### src/design/gwpr_pkg.sv
`timescale 1ns / 1ps
package gwpr_pkg;

  localparam logic [1:0] OP_WRITE = 2'd0;
  localparam logic [1:0] OP_PLAN  = 2'd1;
  localparam logic [1:0] OP_STEP  = 2'd2;

  localparam logic [1:0] ST_OK     = 2'd0;
  localparam logic [1:0] ST_NOPATH = 2'd1;
  localparam logic [1:0] ST_AT     = 2'd2;

  localparam logic [2:0] DIR_NONE = 3'd4;

  localparam int unsigned LW = 10;
  localparam logic [LW-1:0] LABEL_MAX = 10'd1023;

  typedef enum logic [2:0] {
    RES_WRITE,
    RES_PLAN_BAD,
    RES_PLAN_SAME,
    RES_PLAN_END,
    RES_STEP_NONE,
    RES_STEP_AT,
    RES_STEP_MOVE
  } res_e;

  typedef struct packed {
    logic ld;
    logic clr_init;
    logic clr_wr;
    logic clr_obs;
    logic seed;
    logic lvl_init;
    logic lvl_next;
    logic scan_rd;
    logic scan_adv;
    logic nb_init;
    logic nb_next;
    logic nb_wr;
    logic emit;
    res_e res;
  } cmd_t;

  typedef struct packed {
    logic [1:0] op;
    logic       plan_bad;
    logic       same;
    logic       clr_last;
    logic       s_hit;
    logic       lvl_max;
    logic       added;
    logic       cell_match;
    logic       scan_last;
    logic       nb_ok;
    logic       nb_last;
    logic       lvl_zero;
    logic       lvl_one;
    logic       st_match;
  } sts_t;

endpackage

### src/design/gwpr_ctrl.sv
`timescale 1ns / 1ps
module gwpr_ctrl (
  input  logic           clk_i,
  input  logic           rst_ni,
  input  logic           start_i,
  input  gwpr_pkg::sts_t sts_i,
  output gwpr_pkg::cmd_t cmd_o,
  output logic           busy_o
);

  localparam logic [3:0] S_CLR   = 4'd0;
  localparam logic [3:0] S_IDLE  = 4'd1;
  localparam logic [3:0] S_DEC   = 4'd2;
  localparam logic [3:0] S_PCLR  = 4'd3;
  localparam logic [3:0] S_PSEED = 4'd4;
  localparam logic [3:0] S_LVL   = 4'd5;
  localparam logic [3:0] S_SRD   = 4'd6;
  localparam logic [3:0] S_SCHK  = 4'd7;
  localparam logic [3:0] S_NRD   = 4'd8;
  localparam logic [3:0] S_NCHK  = 4'd9;
  localparam logic [3:0] S_LEND  = 4'd10;
  localparam logic [3:0] S_TRD   = 4'd11;
  localparam logic [3:0] S_TCHK  = 4'd12;

  logic [3:0] state_q, state_d;
  gwpr_pkg::cmd_t cmd;

  always_comb begin
    state_d = state_q;
    cmd = '0;
    cmd.res = gwpr_pkg::RES_WRITE;
    case (state_q)
      S_CLR: begin
        cmd.clr_wr = 1'b1;
        cmd.clr_obs = 1'b1;
        if (sts_i.clr_last) state_d = S_IDLE;
      end
      S_IDLE: begin
        if (start_i) begin
          cmd.ld = 1'b1;
          state_d = S_DEC;
        end
      end
      S_DEC: begin
        if (sts_i.op == gwpr_pkg::OP_PLAN) begin
          cmd.clr_init = 1'b1;
          state_d = S_PCLR;
        end else if (sts_i.op == gwpr_pkg::OP_STEP) begin
          if (sts_i.lvl_zero) begin
            cmd.emit = 1'b1;
            cmd.res = gwpr_pkg::RES_STEP_NONE;
            state_d = S_IDLE;
          end else if (sts_i.lvl_one) begin
            cmd.emit = 1'b1;
            cmd.res = gwpr_pkg::RES_STEP_AT;
            state_d = S_IDLE;
          end else begin
            cmd.nb_init = 1'b1;
            state_d = S_TRD;
          end
        end else begin
          cmd.emit = 1'b1;
          cmd.res = gwpr_pkg::RES_WRITE;
          state_d = S_IDLE;
        end
      end
      S_PCLR: begin
        cmd.clr_wr = 1'b1;
        if (sts_i.clr_last) state_d = S_PSEED;
      end
      S_PSEED: begin
        if (sts_i.plan_bad) begin
          cmd.emit = 1'b1;
          cmd.res = gwpr_pkg::RES_PLAN_BAD;
          state_d = S_IDLE;
        end else begin
          cmd.seed = 1'b1;
          if (sts_i.same) begin
            cmd.emit = 1'b1;
            cmd.res = gwpr_pkg::RES_PLAN_SAME;
            state_d = S_IDLE;
          end else begin
            cmd.lvl_init = 1'b1;
            state_d = S_LVL;
          end
        end
      end
      S_LVL: begin
        if (sts_i.s_hit || sts_i.lvl_max) begin
          cmd.emit = 1'b1;
          cmd.res = gwpr_pkg::RES_PLAN_END;
          state_d = S_IDLE;
        end else begin
          state_d = S_SRD;
        end
      end
      S_SRD: begin
        cmd.scan_rd = 1'b1;
        state_d = S_SCHK;
      end
      S_SCHK: begin
        if (sts_i.cell_match) begin
          cmd.nb_init = 1'b1;
          state_d = S_NRD;
        end else if (sts_i.scan_last) begin
          state_d = S_LEND;
        end else begin
          cmd.scan_adv = 1'b1;
          state_d = S_SRD;
        end
      end
      S_NRD, S_NCHK: begin
        if (state_q == S_NRD && sts_i.nb_ok) begin
          state_d = S_NCHK;
        end else begin
          cmd.nb_wr = (state_q == S_NCHK);
          if (!sts_i.nb_last) begin
            cmd.nb_next = 1'b1;
            state_d = S_NRD;
          end else if (sts_i.scan_last) begin
            state_d = S_LEND;
          end else begin
            cmd.scan_adv = 1'b1;
            state_d = S_SRD;
          end
        end
      end
      S_LEND: begin
        if (!sts_i.added) begin
          cmd.emit = 1'b1;
          cmd.res = gwpr_pkg::RES_PLAN_END;
          state_d = S_IDLE;
        end else begin
          cmd.lvl_next = 1'b1;
          state_d = S_LVL;
        end
      end
      S_TRD: begin
        if (sts_i.nb_ok) begin
          state_d = S_TCHK;
        end else if (sts_i.nb_last) begin
          cmd.emit = 1'b1;
          cmd.res = gwpr_pkg::RES_STEP_NONE;
          state_d = S_IDLE;
        end else begin
          cmd.nb_next = 1'b1;
        end
      end
      S_TCHK: begin
        if (sts_i.st_match) begin
          cmd.emit = 1'b1;
          cmd.res = gwpr_pkg::RES_STEP_MOVE;
          state_d = S_IDLE;
        end else if (sts_i.nb_last) begin
          cmd.emit = 1'b1;
          cmd.res = gwpr_pkg::RES_STEP_NONE;
          state_d = S_IDLE;
        end else begin
          cmd.nb_next = 1'b1;
          state_d = S_TRD;
        end
      end
      default: state_d = S_IDLE;
    endcase
  end

  always_ff @(posedge clk_i or negedge rst_ni) begin
    if (!rst_ni) begin
      state_q <= S_CLR;
    end else begin
      state_q <= state_d;
    end
  end

  assign cmd_o = cmd;
  assign busy_o = (state_q != S_IDLE);

endmodule

### config.mk
export PLATFORM = sky130hd
export DESIGN_NAME = gwpr_ctrl
export DESIGN_NICKNAME = d
export VERILOG_FILES = /design/src/design/gwpr_pkg.sv /design/src/design/gwpr_ctrl.sv
export SDC_FILE = /design/constraint.sdc
export NUM_CORES = 1
export LEC_CHECK = 0
export BUFFER_PORTS_ARGS = -buffer_cell sky130_fd_sc_hd__clkbuf_2
export CAP_MARGIN = 20
export CORE_MARGIN = 5
export CORE_UTILIZATION = 45
export CTS_CLUSTER_SIZE = 30
export DETAILED_ROUTE_END_ITERATION = 12
export GPL_ROUTABILITY_DRIVEN = 0
export PLACE_DENSITY = 0.77
export SLEW_MARGIN = 20
export SYNTH_ARGS = -nofsm -noshare
export SYNTH_HDL_FRONTEND = slang
export SYNTH_SLANG_ARGS = --single-unit
### constraint.sdc
create_clock -name clk_i -period 3.3 [get_ports clk_i]
set_input_delay 0.33 -clock clk_i [delete_from_list [all_inputs] [get_ports clk_i]]
set_output_delay 0.33 -clock clk_i [all_outputs]
set_load 0.02 [all_outputs]
Word level (Yosys, flattened, before mapping)
Index checks and enable logic that the tools add are counted.
Storage, ports and cells
  register bits after elaboration: 4
  input bits: 18
  output and inout bits: 17
  logic and storage cells: 87
Cells by class
  equality and inequality tests: 19
  multiplexer cells: 61
  reductions and logical operators: 6
Operator list (count)
  $mux 4: 27
  $pmux 4 s12: 1
  $pmux 4 s6: 1
  $mux 1: 23
  $eq 4x4->1 const B: 5
  $eq 4x3->1 const B: 4
  $mux 3: 3
  $eq 4x2->1 const B: 2
  $mux 2: 3
  $ne 2x2->1 const B: 3
  $eq 4x1->1 const B: 1
  $logic_not 4->1: 1
  $ne 4x1->1 const B: 1
  $pmux 1 s2: 2
  $reduce_and 4->1: 1
  $reduce_or 2->1: 2
  $ne 3x3->1 const B: 1
  $pmux 1 s3: 1
  $eq 2x1->1 const B: 1
  $eq 2x2->1 const B: 1
  $logic_and 1x1->1: 1
  $logic_or 1x1->1: 1

Longest topological paths before layout
  word-level depth: 5
  depth in mapped cells: 5
  gate-level depth less buffers: 4

Worst setup path before layout
OpenSTA, ideal clock, no wires.
  path type: reg-to-output
  start: register state_q[0]
  end: output cmd_o[0] (netlist bit)
  data arrival time: 1.448 ns
  required time: 2.970 ns
  path slack: 1.522 ns
  stages on the path, launching flop included: 5
  path buffers: 0
  path through: dfrtp_1 or4b_4 nor3b_4 nand3b_1 nand3_1
RTL lines
  start: declaration: RTL line gwpr_ctrl.sv:25  | logic [3:0] state_q, state_d;
  start signal: assignment: RTL line gwpr_ctrl.sv:171  | state_q <= state_d;
  end: declaration: RTL line gwpr_ctrl.sv:7  | output gwpr_pkg::cmd_t cmd_o,

==> results.toml <==
[synth]
synth_xor_area_share_pct = 0
yosysSeqAreaShare_pct = 14.06
netlist_top_cells_area = "dfrtp_1 (14%), nor2_1 (7.4%), nand2_1 (5.8%), a21oi_1 (5.6%), nor3_1 (4.9%)"
synth_cell_type_count = 42
ys_warn_count = 0
synth-edff-count = 0
synth_common_cells = "nor2_1 (14), nand2_1 (11), a21oi_1 (8), nor3_1 (7)"
async_reset_ff_share_pct = 100.0
synthSimpleGateAreaFrac_pct = 41.12
synth_top_area_share_pct = 14.06
synth_cells = 105
synthAdderAreaFrac_pct = 0
yosysMostFrequentCell = "nor2_1"
synth_compound_gate_area_share_pct = 38.14
yosys_register_bits = 4
syn_area_per_cell_sq_um = 6.780
syn_area_sq_um = 711.9
synth_top_area_cell = "dfrtp_1"
synth_flop_cell = "dfrtp_1"
synth_nets = 123
muxShareOfSynthArea_pct = 0
synth_top_family_by_area = "simple AND/OR/NAND/NOR gates"

[cells_and_area]
antenna_cells = 0
largest_register_ffs = 4
syn2layout_area_growth_pct = 27.77
regMostFlops = "state_q"
drive_gt1_share_pct = 29.71
num-nets-final = 158
fillerInstances = 144
finalNonFillerCells = 154
top_regs = "state_q: 4 flops"

[place]
dp_slack_ps = 1174
place_hpwl_um = 1773
placedCellCount = 150
portBuffers = 34

[cts]
clk_path_buf_depth = 2
post_cts_buffers = 0
cts.sinks = 4
cts_buffers = 3
clkTransAtPathRegs_ps = 40
hold_buffers = 1
cts_tree = "yes"
cts_resized = 0
htreeDepth = 1
root_buffer = "clkbuf_4"
clkLatencyLatePin_ps = 240

[critical_path]
crit_path_end_kind = "output port"
start_kind = "register"
crit_arrival_ps = 2050
criticalPathCategory = "register to output port"
critPathMaxFanout = 16
worstPathRequired_ps = 2970

[timing]
fin_tns_setup_ps = 0
hold_viol = 0
period_minus_slack_ps = 2377
maxSlewViolCount = 0
min_period_over_period_pct = 72.03
relSlewSlack_pct = 64.71
tightest_slew_ps = 524.6
timing.clock.skew_ps = 4.881
layout_setup_ws_ps = 922.9
fin_hold_ws_ps = 394.1
setup_viol = 0
grt_setup_unrepaired = "no"
max_freq_ghz = 0.4207

[pwr]
powerDensity_mw_per_mm2 = 714.1
ir_drop_mv = 0.5019
p_leak_uw = 0.0004355
finalPower_uw = 649.6

[global_route]
grt_overflow = 0
grt_usage_pct = 17.65
antenna_found_initial = 0
grt_max_degree = 17
grt_pass1_vias = 819
grt_pass1_wl_um = 3581

[die]
ioPinCount = 35
die_width_um = 49.78
die-area_sq_mm = 0.002478
start_util_pct = 47.26
die_y_um = 49.78
rows = 14
coreArea_sq_mm = 0.001506

[route]
drc = 0
drtPass1Iterations = 4
wl_per_cell_um = 14.21
via_count = 942
vias_per_cell = 6.117
final_antenna_net_count = 0
drtIter0Drc = 27
wirelength_um = 2188

[status]
outcome = "finished, final reports clean"

[flow_run]
cap_violations = 0

[min_path]
hold_class = "input port to register"
[worst max-delay path: stages (launching register included)]
cell and delay [ps]:
dfrtp_1 640, or4b_4 560, nor3b_4 260, nand3b_1 100
nand3_1 90, clkbuf_2 170
[layout by cell type, fill, tap and decap left out, types with 2 or more instances in the layout]
master	instances
inv_1	5
nor2b_1	3
a211oi_1	3
nand3b_1	2
or2_1	3
a32o_1	2
o21ai_1	4
nand2_1	11
and3_1	2
a21oi_1	8
nor3_1	7
nor2_1	14
clkbuf_4	3
clkbuf_2	34
dfrtp_1	4
nand2b_1	4
nand3_1	2
[cell type report]
class	instances	area, sq um	area share (%)
Sequential cell	4	100.1	11.00
Clock buffer	3	22.52	2.476
Multi-Input combinational cell	90	564.3	62.04
Timing Repair Buffer	35	180.2	19.81
Inverter	6	22.52	2.476
Tap cell	16	20.02	2.201
[path summary, 6_finish.rpt]
| check | start | to | slack (ps) | cells past startpoint |
|---|---|---|---|---|
| max | state_q[1] | cmd_o[0] | 920 | 5 |
| min | sts_i[10] | state_q[0] | 390 | 2 |
| max reg2reg | state_q[3] | state_q[1] | 1490 | 4 |
| min reg2reg | state_q[1] | state_q[3] | 870 | 1 |
| max in group asynchronous | rst_ni | state_q[1] | 2740 | 2 |
| min in group asynchronous | rst_ni | state_q[0] | 430 | 2 |
[per-layer routing]
layer / track usage [%] / share of wire [%] / up-vias / wire length [um]
met4: 6.114 / 0 / 0 / 0
met5: 0 / 0 / - / 0
met1: 22.32 / 44 / 437 / 965
li1: - / - / 466 / -
met2: 28.60 / 50 / 39 / 1086
met3: 4.518 / 6.2 / 0 / 136
[kinds of logic after synthesis]
group | after synthesis
simple gates | 54
buf+inv | 11
flops | 4
compound gates | 36
[through the flow]
stage | instance area [sq um] | utilization, %
6_report | 909.6 | 60.38
4_1_cts | 909.6 | 60.38
3_3_place_gp | 877.1 | 58.22
2_1_floorplan | 711.9 | -
3_5_place_dp | 877.1 | 58.22
5_1_grt | 909.6 | 60.38
[power breakdown]
part	switching [uW]	total (uW)	internal (uW)
Clock	21.0	61.7	40.8
Combinational	274	450	176
Sequential	70.1	138	67.5
Total	365	650	284
Note: power is estimated with default switching activity, not from simulation.
